**src/rtl/wpkm_pkg.sv**
```systemverilog
// shared types and constants of the word prefix keyword matcher
`default_nettype none

package wpkm_pkg;

   // configuration register indexes
   localparam int CSR_INDEX_W = 4;
   localparam logic [CSR_INDEX_W-1:0] CSR_KEY_LOW    = 4'd0;
   localparam logic [CSR_INDEX_W-1:0] CSR_KEY_HIGH   = 4'd1;
   localparam logic [CSR_INDEX_W-1:0] CSR_KEY_LENGTH = 4'd2;
   localparam logic [CSR_INDEX_W-1:0] CSR_QUERY      = 4'd3;

   localparam int CSR_DATA_W = 64;
   localparam int KEY_SLOTS  = 16;
   localparam int LEN_W      = 5;

   // byte codes with a meaning to the parser
   localparam logic [7:0] CH_NUL    = 8'h00;
   localparam logic [7:0] CH_TAB    = 8'h09;
   localparam logic [7:0] CH_CR     = 8'h0D;
   localparam logic [7:0] CH_SPACE  = 8'h20;
   localparam logic [7:0] CH_DQUOTE = 8'h22;
   localparam logic [7:0] CH_SQUOTE = 8'h27;
   localparam logic [7:0] CH_UPPER_A = 8'h41;
   localparam logic [7:0] CH_UPPER_Z = 8'h5A;
   localparam logic [7:0] CASE_OFFSET = 8'h20;

   // keyword configuration seen by the parser
   typedef struct packed {
      logic [KEY_SLOTS-1:0][7:0] key;
      logic [LEN_W-1:0]          key_len;
      logic                      query_present;
   } key_cfg_type;

endpackage

`default_nettype wire

```
**src/rtl/word_prefix_keyword_matcher_core.sv**
```systemverilog
// top level of the word prefix keyword matcher
`default_nettype none

// Takes a name list one byte per transaction, ended by a zero byte, splits it
// into whitespace separated or quoted words, lowercases them and reports at
// the zero byte whether any word starts with the configured keyword. One byte
// is taken every cycle, but a stalled result holds off input only while the
// result register is full and not being taken. The parser state is a mode, a
// word position and a few flags, updated by one short compare per byte. The
// found bit is registered in the cycle after the end byte is taken.
// Registers: 0 keyword chars 0-7, 1 keyword chars 8-15, 2 keyword length,
// 3 query present; writes are always taken, unknown indexes are dropped.
module word_prefix_keyword_matcher_core #(
   parameter int KEY_CHARS = 16
) (
   input  wire logic                               clock,
   input  wire logic                               reset,
   input  wire logic                               req_valid,
   output logic                                    req_ready,
   input  wire logic [7:0]                         req_ch,
   output logic                                    rsp_valid,
   input  wire logic                               rsp_ready,
   output logic                                    rsp_found,
   input  wire logic                               csr_valid,
   output logic                                    csr_ready,
   input  wire logic [wpkm_pkg::CSR_INDEX_W-1:0]   csr_index,
   input  wire logic [wpkm_pkg::CSR_DATA_W-1:0]    csr_wdata
);

   wpkm_pkg::key_cfg_type cfg;
   logic                  req_fire;
   logic                  hit;
   logic                  rsp_valid_ff, rsp_valid_in;
   logic                  rsp_found_ff, rsp_found_in;

   assign csr_ready = 1'b1;

   wpkm_csr u_csr (
      .clock    (clock),
      .reset    (reset),
      .wr_en    (csr_valid && csr_ready),
      .wr_index (csr_index),
      .wr_data  (csr_wdata),
      .cfg      (cfg)
   );

   // input is taken whenever the result register is free or draining
   assign req_ready = !rsp_valid_ff || rsp_ready;
   assign req_fire  = req_valid && req_ready;

   wpkm_scan #(
      .KEY_CHARS (KEY_CHARS)
   ) u_scan (
      .clock     (clock),
      .reset     (reset),
      .byte_fire (req_fire),
      .ch        (req_ch),
      .cfg       (cfg),
      .hit       (hit)
   );

   // result register
   always_comb begin
      rsp_valid_in = rsp_valid_ff && !rsp_ready;
      rsp_found_in = rsp_found_ff;
      if (req_fire && req_ch == wpkm_pkg::CH_NUL) begin
         rsp_valid_in = 1'b1;
         rsp_found_in = hit;
      end
   end

   always_ff @(posedge clock) begin
      if (reset) begin
         rsp_valid_ff <= 1'b0;
      end else begin
         rsp_valid_ff <= rsp_valid_in;
      end
      rsp_found_ff <= rsp_found_in;
   end

   assign rsp_valid = rsp_valid_ff;
   assign rsp_found = rsp_found_ff;

`ifndef SYNTHESIS
   // every end byte yields a result in the next cycle
   a_end_gives_result: assert property (@(posedge clock) disable iff (reset)
      (req_fire && req_ch == wpkm_pkg::CH_NUL) |=> rsp_valid_ff)
      else $error("no result after end byte");

   // list bytes never produce a result on their own
   a_no_spurious: assert property (@(posedge clock) disable iff (reset)
      (!rsp_valid_ff && !(req_fire && req_ch == wpkm_pkg::CH_NUL)) |=> !rsp_valid_ff)
      else $error("result without end byte");

   // input back pressure only while a held result blocks the register
   a_ready_rule: assert property (@(posedge clock) disable iff (reset)
      !req_ready |-> (rsp_valid_ff && !rsp_ready))
      else $error("input stalled with free result register");
`endif

endmodule

`default_nettype wire

```
**src/rtl/wpkm_csr.sv**
```systemverilog
// configuration registers of the keyword matcher
`default_nettype none

module wpkm_csr (
   input  wire logic                                clock,
   input  wire logic                                reset,
   input  wire logic                                wr_en,
   input  wire logic [wpkm_pkg::CSR_INDEX_W-1:0]    wr_index,
   input  wire logic [wpkm_pkg::CSR_DATA_W-1:0]     wr_data,
   output wpkm_pkg::key_cfg_type                    cfg
);

   logic [wpkm_pkg::CSR_DATA_W-1:0] key_low_ff;
   logic [wpkm_pkg::CSR_DATA_W-1:0] key_high_ff;
   logic [wpkm_pkg::LEN_W-1:0]      key_len_ff;
   logic                            query_ff;

   // register writes, unknown indexes are dropped
   always_ff @(posedge clock) begin
      if (reset) begin
         key_low_ff  <= '0;
         key_high_ff <= '0;
         key_len_ff  <= '0;
         query_ff    <= 1'b0;
      end else if (wr_en) begin
         case (wr_index)
            wpkm_pkg::CSR_KEY_LOW:    key_low_ff  <= wr_data;
            wpkm_pkg::CSR_KEY_HIGH:   key_high_ff <= wr_data;
            wpkm_pkg::CSR_KEY_LENGTH: key_len_ff  <= wr_data[wpkm_pkg::LEN_W-1:0];
            wpkm_pkg::CSR_QUERY:      query_ff    <= wr_data[0];
            default: ;
         endcase
      end
   end

   // character 0 sits in the low byte of the low word
   assign cfg.key           = {key_high_ff, key_low_ff};
   assign cfg.key_len       = key_len_ff;
   assign cfg.query_present = query_ff;

endmodule

`default_nettype wire

```
**src/rtl/wpkm_scan.sv**
```systemverilog
// byte parser: word splitting, lowercasing and keyword prefix compare
`default_nettype none

module wpkm_scan #(
   parameter int KEY_CHARS = 16
) (
   input  wire logic                  clock,
   input  wire logic                  reset,
   input  wire logic                  byte_fire,
   input  wire logic [7:0]            ch,
   input  wire wpkm_pkg::key_cfg_type cfg,
   output logic                       hit
);

   localparam logic [wpkm_pkg::LEN_W-1:0] KEY_LEN_MAX = wpkm_pkg::LEN_W'(KEY_CHARS);

   typedef enum logic [1:0] {
      MODE_SKIP,
      MODE_WORD,
      MODE_SQUOTE,
      MODE_DQUOTE
   } mode_type;

   mode_type                   mode_ff, mode_in;
   logic [wpkm_pkg::LEN_W-1:0] idx_ff, idx_in;
   logic                       ok_ff, ok_in;
   logic                       found_ff, found_in;
   logic                       nonempty_ff;

   logic                       is_ws;
   logic [7:0]                 low_ch;
   logic [wpkm_pkg::LEN_W-1:0] klen;
   logic                       start_word;
   logic                       take_char;
   logic [wpkm_pkg::LEN_W-1:0] base_idx;
   logic                       base_ok;
   logic [wpkm_pkg::LEN_W-1:0] step_idx;
   logic                       step_ok;
   logic                       compare;

   // byte classes
   always_comb begin
      is_ws  = (ch == wpkm_pkg::CH_SPACE) || (ch inside {[wpkm_pkg::CH_TAB:wpkm_pkg::CH_CR]});
      low_ch = (ch inside {[wpkm_pkg::CH_UPPER_A:wpkm_pkg::CH_UPPER_Z]}) ?
               ch + wpkm_pkg::CASE_OFFSET : ch;
      klen   = (cfg.key_len > KEY_LEN_MAX) ? KEY_LEN_MAX : cfg.key_len;
   end

   // mode transitions
   always_comb begin
      mode_in    = mode_ff;
      start_word = 1'b0;
      take_char  = 1'b0;
      case (mode_ff)
         MODE_SKIP: begin
            if (!is_ws) begin
               start_word = 1'b1;
               if (ch == wpkm_pkg::CH_SQUOTE) begin
                  mode_in = MODE_SQUOTE;
               end else if (ch == wpkm_pkg::CH_DQUOTE) begin
                  mode_in = MODE_DQUOTE;
               end else begin
                  mode_in   = MODE_WORD;
                  take_char = 1'b1;
               end
            end
         end
         MODE_WORD: begin
            if (is_ws) mode_in = MODE_SKIP;
            else       take_char = 1'b1;
         end
         MODE_SQUOTE: begin
            if (ch == wpkm_pkg::CH_SQUOTE) mode_in = MODE_SKIP;
            else                           take_char = 1'b1;
         end
         MODE_DQUOTE: begin
            if (ch == wpkm_pkg::CH_DQUOTE) mode_in = MODE_SKIP;
            else                           take_char = 1'b1;
         end
         default: mode_in = MODE_SKIP;
      endcase
   end

   // compare one character against the keyword slot at the word position
   always_comb begin
      base_idx = start_word ? '0 : idx_ff;
      base_ok  = start_word ? 1'b1 : ok_ff;
      compare  = take_char && (base_idx < klen);
      step_idx = base_idx + wpkm_pkg::LEN_W'(1);
      step_ok  = base_ok && (low_ch == cfg.key[base_idx[wpkm_pkg::LEN_W-2:0]]);
      idx_in   = compare ? step_idx : base_idx;
      ok_in    = compare ? step_ok : base_ok;
      found_in = found_ff || (compare && step_ok && (step_idx == klen));
   end

   // end of list verdict
   assign hit = cfg.query_present && nonempty_ff && ((klen == '0) || found_ff);

   // parser state, cleared by reset and by the end byte
   always_ff @(posedge clock) begin
      if (reset) begin
         mode_ff     <= MODE_SKIP;
         idx_ff      <= '0;
         ok_ff       <= 1'b1;
         found_ff    <= 1'b0;
         nonempty_ff <= 1'b0;
      end else if (byte_fire) begin
         if (ch == wpkm_pkg::CH_NUL) begin
            mode_ff     <= MODE_SKIP;
            idx_ff      <= '0;
            ok_ff       <= 1'b1;
            found_ff    <= 1'b0;
            nonempty_ff <= 1'b0;
         end else begin
            mode_ff     <= mode_in;
            idx_ff      <= idx_in;
            ok_ff       <= ok_in;
            found_ff    <= found_in;
            nonempty_ff <= 1'b1;
         end
      end
   end

`ifndef SYNTHESIS
   // the end byte returns the parser to its starting state
   a_end_clears: assert property (@(posedge clock) disable iff (reset)
      (byte_fire && ch == wpkm_pkg::CH_NUL) |=>
         (mode_ff == MODE_SKIP && idx_ff == '0 && ok_ff && !found_ff && !nonempty_ff))
      else $error("parser state not cleared after end byte");

   // a match needs at least one byte of the list
   a_found_nonempty: assert property (@(posedge clock) disable iff (reset)
      found_ff |-> nonempty_ff)
      else $error("match flagged on an empty list");

   // a word position only advances inside a non-empty list
   a_idx_nonempty: assert property (@(posedge clock) disable iff (reset)
      (idx_ff != '0) |-> nonempty_ff)
      else $error("word position set with no list bytes");
`endif

endmodule

`default_nettype wire

```
**config.mk**
```make
export PLATFORM = sky130hd
export DESIGN_NAME = word_prefix_keyword_matcher_core
export DESIGN_NICKNAME = d
export VERILOG_FILES = /design/src/rtl/wpkm_pkg.sv /design/src/rtl/word_prefix_keyword_matcher_core.sv /design/src/rtl/wpkm_csr.sv /design/src/rtl/wpkm_scan.sv
export SDC_FILE = /design/constraint.sdc
export NUM_CORES = 1
export LEC_CHECK = 0
export ABC_AREA = 0
export BUFFER_PORTS_ARGS = -buffer_cell sky130_fd_sc_hd__buf_4
export CORE_AREA = 8 8 135 125
export CTS_BUF_LIST = sky130_fd_sc_hd__clkbuf_2
export CTS_CLUSTER_DIAMETER = 150
export DETAILED_ROUTE_END_ITERATION = 8
export DIE_AREA = 0 0 143 133
export GPL_TIMING_DRIVEN = 0
export PLACE_DENSITY = 0.84
export SLEW_MARGIN = 20
export SYNTH_ARGS = -nofsm -noshare
export SYNTH_HDL_FRONTEND = slang
export SYNTH_HIERARCHICAL = 1
export SYNTH_SLANG_ARGS = --single-unit
```
**constraint.sdc**
```tcl
create_clock -name clock -period 4.95 [get_ports clock]
set_input_delay 0.99 -clock clock [delete_from_list [all_inputs] [get_ports clock]]
set_output_delay 0.99 -clock clock [all_outputs]
set_load 0.05 [all_outputs]
```
Word level (Yosys, flattened, before mapping)

Cells that the tools add are included.

Bitwise operators: 0
Add/subtract/negate cells: 2
Equality and inequality tests: 15
$mul: 0
Reductions and logical operators: 26
Divide/modulo/power cells: 0
Shifts and indexed selects: 0
Magnitude comparators: 7
Mux-type cells: 28

Operator list:

| cell                                                        | number |
|---|---|
| binary-select mux 8 bit (select 4 bit)                      | 1 |
| == test 8 x 6 -> 1 bit (second input constant)              | 3 |
| two-way mux 5 bit                                           | 4 |
| two-way mux 8 bit                                           | 2 |
| two-way mux 2 bit                                           | 7 |
| two-way mux 1 bit                                           | 12 |
| logical AND 1 bit                                           | 11 |
| inequality test 3 x 2 -> 1 bit (second input constant)      | 3 |
| adder 8 x 6 -> 8 bit (second input constant)                | 1 |
| == test 4 x 2 -> 1 bit (second input constant)              | 2 |
| == test 8 bit                                               | 1 |
| >= comparator 8 x 4 -> 1 bit (second input constant)        | 1 |
| >= comparator 8 x 7 -> 1 bit (second input constant)        | 1 |
| <= comparator 8 x 4 -> 1 bit (second input constant)        | 1 |
| <= comparator 8 x 7 -> 1 bit (second input constant)        | 1 |
| zero test 8 bit                                             | 1 |
| case mux 2 bit (4 select lines)                             | 1 |
| AND reduction 2 bit                                         | 4 |
| adder 5 x 1 -> 5 bit (second input constant)                | 1 |
| == test 5 bit                                               | 1 |
| > comparator 5 bit (second input constant)                  | 1 |
| zero test 5 bit                                             | 1 |
| less-than comparator 4 x 5 -> 1 bit (second input constant) | 1 |
| less-than comparator 5 bit                                  | 1 |
| 10 further kinds                                            | 15 |

Bits in writable memories: 0
Logic and storage cells: 89
Bits in latches: 0
Memory bits (read-only): 0
Flip-flop bits (word level): 146
Input port bits: 81
Memories: 0
Output and inout port bits: 4

Depth between registers and ports, before layout

Depth after elaboration: 14
Depth in mapped cells: 15
Depth with buffers taken out: 14

By module

The synthesis kept the hierarchy.

By module, submodules not included:

| module                           | cells an instance | instances | area an instance (sq um) |
|---|---|---|---|
| wpkm_csr                         | 512               | 1         | 5512.8 |
| wpkm_scan                        | 278               | 1         | 2348.5 |
| word_prefix_keyword_matcher_core | 12                | 1         | 137.6 |

Worst setup path before layout

OpenSTA, ideal clock, no wires.

Path kind: input -> register
Start: input port req_ch[5]
End: register u_scan.found_ff
Cell stages on the path: 15
Library setup time: 0.060 ns
Data required time: 4.890 ns
Path buffers: 2
Path slack: 0.690 ns
Data arrival time: 4.200 ns
Path through: buf_2 -> nor4b_1 -> o21ai_2 -> a22oi_2 -> clkbuf_1 -> and2_1 -> ha_1 -> nand2b_1 -> a21oi_1 -> o21a_1 -> a2111oi_4 -> nand4_1 -> a2111o_1 -> nor3_2 -> a32o_1

Longest elaborated chain between the ends: 14
Elaborated cells between the ends (all ways): 34
Those cells by class: 2 x add/sub; 5 x order compare; 5 x eq/ne; 13 x mux; 9 x reduce/logical

Ends and longest elaborated chain:

| what                                                                         | line                                   | source |
|---|---|---|
| start, declared                                                              | word_prefix_keyword_matcher_core.sv:20 | `input wire logic [7:0] req_ch,` |
| >= comparator 8 x 4 -> 1 bit or <= comparator 8 x 4 -> 1 bit (tied branches) | wpkm_scan.sv:43                        | `is_ws = (ch == wpkm_pkg::CH_SPACE) \|\| (ch inside {[wpkm_pkg::CH_TAB:wpkm_pkg::CH_CR]});` |
| logical AND 1 bit                                                            | wpkm_scan.sv:43                        |  |
| logical OR 1 bit                                                             | wpkm_scan.sv:43                        |  |
| two-way mux 1 bit                                                            | wpkm_scan.sv:56, wpkm_scan.sv:69       |  |
| two-way mux 1 bit                                                            | wpkm_scan.sv:54                        | `case (mode_ff)` |
| two-way mux 5 bit                                                            | wpkm_scan.sv:86                        | `base_idx = start_word ? '0 : idx_ff;` |
| binary-select mux 8 bit (select 4 bit)                                       | wpkm_scan.sv:90                        | `step_ok = base_ok && (low_ch == cfg.key[base_idx[wpkm_pkg::LEN_W-2:0]]);` |
| two-way mux 8 bit (not written as such)                                      | wpkm_scan.sv:90                        |  |
| == test 8 bit                                                                | wpkm_scan.sv:90                        |  |
| logical AND 1 bit                                                            | wpkm_scan.sv:90                        |  |
| logical AND 1 bit (2 in a row)                                               | wpkm_scan.sv:93                        | `found_in = found_ff \|\| (compare && step_ok && (step_idx == klen));` |
| logical OR 1 bit                                                             | wpkm_scan.sv:93                        |  |
| two-way mux 1 bit (*)                                                        | wpkm_scan.sv:108                       | `if (ch == wpkm_pkg::CH_NUL) begin` |
| end signal, assigned                                                         | wpkm_scan.sv:118                       | `found_ff <= found_in;` |
| end, declared                                                                | wpkm_scan.sv:27                        | `logic found_ff, found_in;` |

Mark *: on every way between the ends. The rest lies on a longest branch, timed or not. The select of a mux whose other input is x is not followed.
A chain may end at the register's enable or synchronous reset.

Worst setup path after layout

Ends and elaborated chain as after synthesis.

==> results.cfg <==
[setup_path]
startpoint_type = input port
crit_path_max_fanout = 10
path_class = input port to flop
cp.required_ns = 5.60
path_cells = buf_4 > buf_2 > nor4b_1 > o21ai_2 > a22oi_2 > clkbuf_1 > and2_1 > ha_1 > nand2b_1 > a21oi_1 > o21a_1 > a2111oi_4 > nand4_1 > a2111o_1 > nor3_2 > a32o_1
cpPeakStageDelay_ns = 0.55
crit_arrival_ns = 4.99
crit_path_end_kind = flop
crit_slowest_cell = a2111oi_4

[logic_synthesis]
synth_edf_count = 1
ys_ff_latch = 146
synth-seq-area-share_pct = 36.67
syn_inst = 802
syn_area_per_cell_um2 = 9.974
yosysWarnings = 6
synth_area_mm2 = 0.007999
synthArstFlopShare_pct = 0
synth-main-ff-cell = dfxtp_1
synth_nets = 890
synth_cell_types = 69

[placement]
portBuffers = 83
numPlacedInstances = 1083
place_congestion = 0.9416
dp_hpwl_um = 16600
placed_cell_area_mm2 = 0.008870

[routing]
drc = 0
vias = 6417
totalWireLength_um = 22330
ant_nets = 0
first_pass_iters = 5
drt-wirelength-per-cell_um = 20.01
vias_per_cell = 5.750
drtIter0Drc = 506

[grt]
grt_max_degree = 17
grt_pass1_wl_um = 34930
overflow = 0
grt_use_total_pct = 23.81
grt_pass1_vias = 6482
antenna_found_initial = 1

[min_path]
hp-class = flop to flop

[pwr]
total_power_mw = 2.137
swShare_pct = 27.27
p_switching_mw = 0.5826
p_int_mw = 1.554
vdd_ir_drop_max_v = 0.0001758
seq_power_share_pct = 56.4
clock_power_share_pct = 31.6
pwr-share-comb_pct = 12.0
pwr_density_cell_mw_per_mm2 = 234.8
leakage_nw = 3.636

[timing]
tns_ns = 0
grt_setup_unrepaired = no
fmax_ghz = 0.2307
min_period_ns = 4.335
clock_skew_ns = 0.04129
hold_viol = 0
worst_pin_slew_ns = 1.071
setup_viol = 0
finalCritPeriodShare_pct = 87.57
maxSlewViolCount = 0
relSlewSlack_pct = 28.63

[clock_network]
clkTransAtPathRegs_ns = 0.19
clockBufferDepth = 2
cts-root-buf = clkbuf_2
hold_buffers = 0
htreeDepth = 4
cts_tree = yes
cts-resized-gates = 0
cts_buffers = 17
clk_latency_ns = 0.71
post_cts_buffers = 0
clock-sinks = 146

[die]
initial_core_util_pct = 55.35
die_h_um = 133
die_w_um = 143
die-area_mm2 = 0.01902
core_area_mm2 = 0.01445
row_count = 42
io_pins = 85

[final_layout]
finalInstanceArea_mm2 = 0.009099
area_growth_pct = 13.75
final_common_cell = nand2b_1
nets = 992
layout-drive-gt1-share_pct = 19.74
fill_cells = 1204
final_cell_mix = nand2b_1, mux2i_1, dfxtp_1
final_cell_count_no_fill = 1116

[outcome]
status = finished clean

[run]
maxCapViolations = 0
==> power groups by stage <==
stage	Clock (mW)	Combinational, mW	Sequential [mW]
floorplan	0	0.148	1.22
global placement	0	0.249	1.23
finish	0.676	0.256	1.20
detailed placement	0	0.252	1.23
CTS	0.682	0.253	1.20
global route	0.736	0.274	1.21
==> kinds of logic (layout without fill, tap and decap cells) <==
| logic type | Yosys count | after routing | share of synthesized area [%] |
|---|---|---|---|
| AOI/OAI and AO/OA | 89 | 89 | 8.165 |
| muxes | 176 | 176 | 25.65 |
| adders and majority gates | 7 | 7 | 1.095 |
| buffers and inverters | 70 | 185 | 4.364 |
| DFF | 146 | 146 | 36.67 |
| xor gates and xnor gates | 14 | 14 | 1.533 |
| other | 1 | 2 | 0.04688 |
| and+or+nand+nor | 299 | 299 | 22.48 |
==> critical path: cells and delay by family <==
kind | cells | cell delay (ns)
AO/OA/AOI/OAI | 7 | 1.98
AND/OR/NAND/NOR | 5 | 1.08
adder cells (fa/ha/maj) | 1 | 0.24
buffers and inverters | 3 | 0.70
==> layout make-up <==
cell class | count | area (um^2) | area share (%)
Multi-Input combinational cell | 586 | 4717 | 51.84
Tap cell | 198 | 247.7 | 2.723
Buffer | 61 | 314.1 | 3.452
Clock buffer | 19 | 95.09 | 1.045
Inverter | 9 | 35.03 | 0.3850
Timing Repair Buffer | 83 | 623.1 | 6.848
Antenna cell | 1 | 2.502 | 0.02750
Clock inverter | 13 | 131.4 | 1.444
Sequential cell | 146 | 2933 | 32.23
==> cell usage after synthesis (all sizes together), types with 2 or more instances <==
library cell	count	share of area [%]
inv	8	0.38
mux2	2	0.28
o21a	5	0.47
a2111o	2	0.28
nand3	5	0.31
a21o	3	0.28
xor2	2	0.22
nand3b	2	0.19
a211oi	10	0.94
a31oi	4	0.31
o22ai	9	0.70
and4	2	0.22
and2	3	0.23
nand4	3	0.23
nor3b	3	0.28
clkbuf	33	1.5
mux2i	151	19
nor4b	2	0.30
nand2	24	1.2
nand2b	202	16
a21oi	18	1.2
or3	2	0.16
nor2	24	1.1
or2	3	0.23
a211o	3	0.33
o21ai	14	0.92
buf	28	2.4
dfxtp	145	36
a2111oi	3	0.56
nor3	7	0.56
a22oi	2	0.25
or4	5	0.56
mux4	23	6.5
a22o	3	0.33
ha	7	1.1
xnor2	12	1.3
nor2b	7	0.55
o32ai	3	0.42
o41a	2	0.28
==> per-layer routing <==
metal	GRT usage [%]	up-vias	part of all wire [%]
met2	37.36	282	45
met5	0	-	0
met3	5.969	65	8.6
met4	10.74	0	4.1
met1	30.11	3057	42
li1	-	3013	-
==> per-stage QoR <==
step                      util [%]  setup slack (ns)  hold slack [ns]
final                        62.96            0.6153           0.4868
after global routing         62.96            0.4162           0.4488
after CTS                    62.94            0.7386           0.4471
after detailed placement     61.38          -0.01069           0.4534
after global placement       61.38          -0.01659           0.4382
after floorplan                  -            0.6903           0.4275
==> registers in the layout, indices dropped and copies added (netlist names) <==
register / count
rsp_found: 1
rsp_valid: 1
u_csr/key_high_ff: 64
u_csr/key_len_ff: 5
u_csr/key_low_ff: 64
u_csr/query_ff: 1
u_scan/found_ff: 1
u_scan/idx_ff: 5
u_scan/mode_ff: 2
u_scan/nonempty_ff: 1
u_scan/ok_ff: 1
==> path summary, 6_finish.rpt <==
| check | cells past startpoint | end | start | slack (ns) |
|---|---|---|---|---|
| max | 16 | u_scan/found_ff | req_ch[5] | 0.62 |
| min | 1 | u_scan/nonempty_ff | u_scan/nonempty_ff | 0.49 |
| max reg2reg | 15 | u_scan/found_ff | u_scan/mode_ff[0] | 0.73 |
| min reg2reg | 1 | u_scan/nonempty_ff | u_scan/nonempty_ff | 0.49 |
No activity file was read; power rests on OpenSTA's default activity.
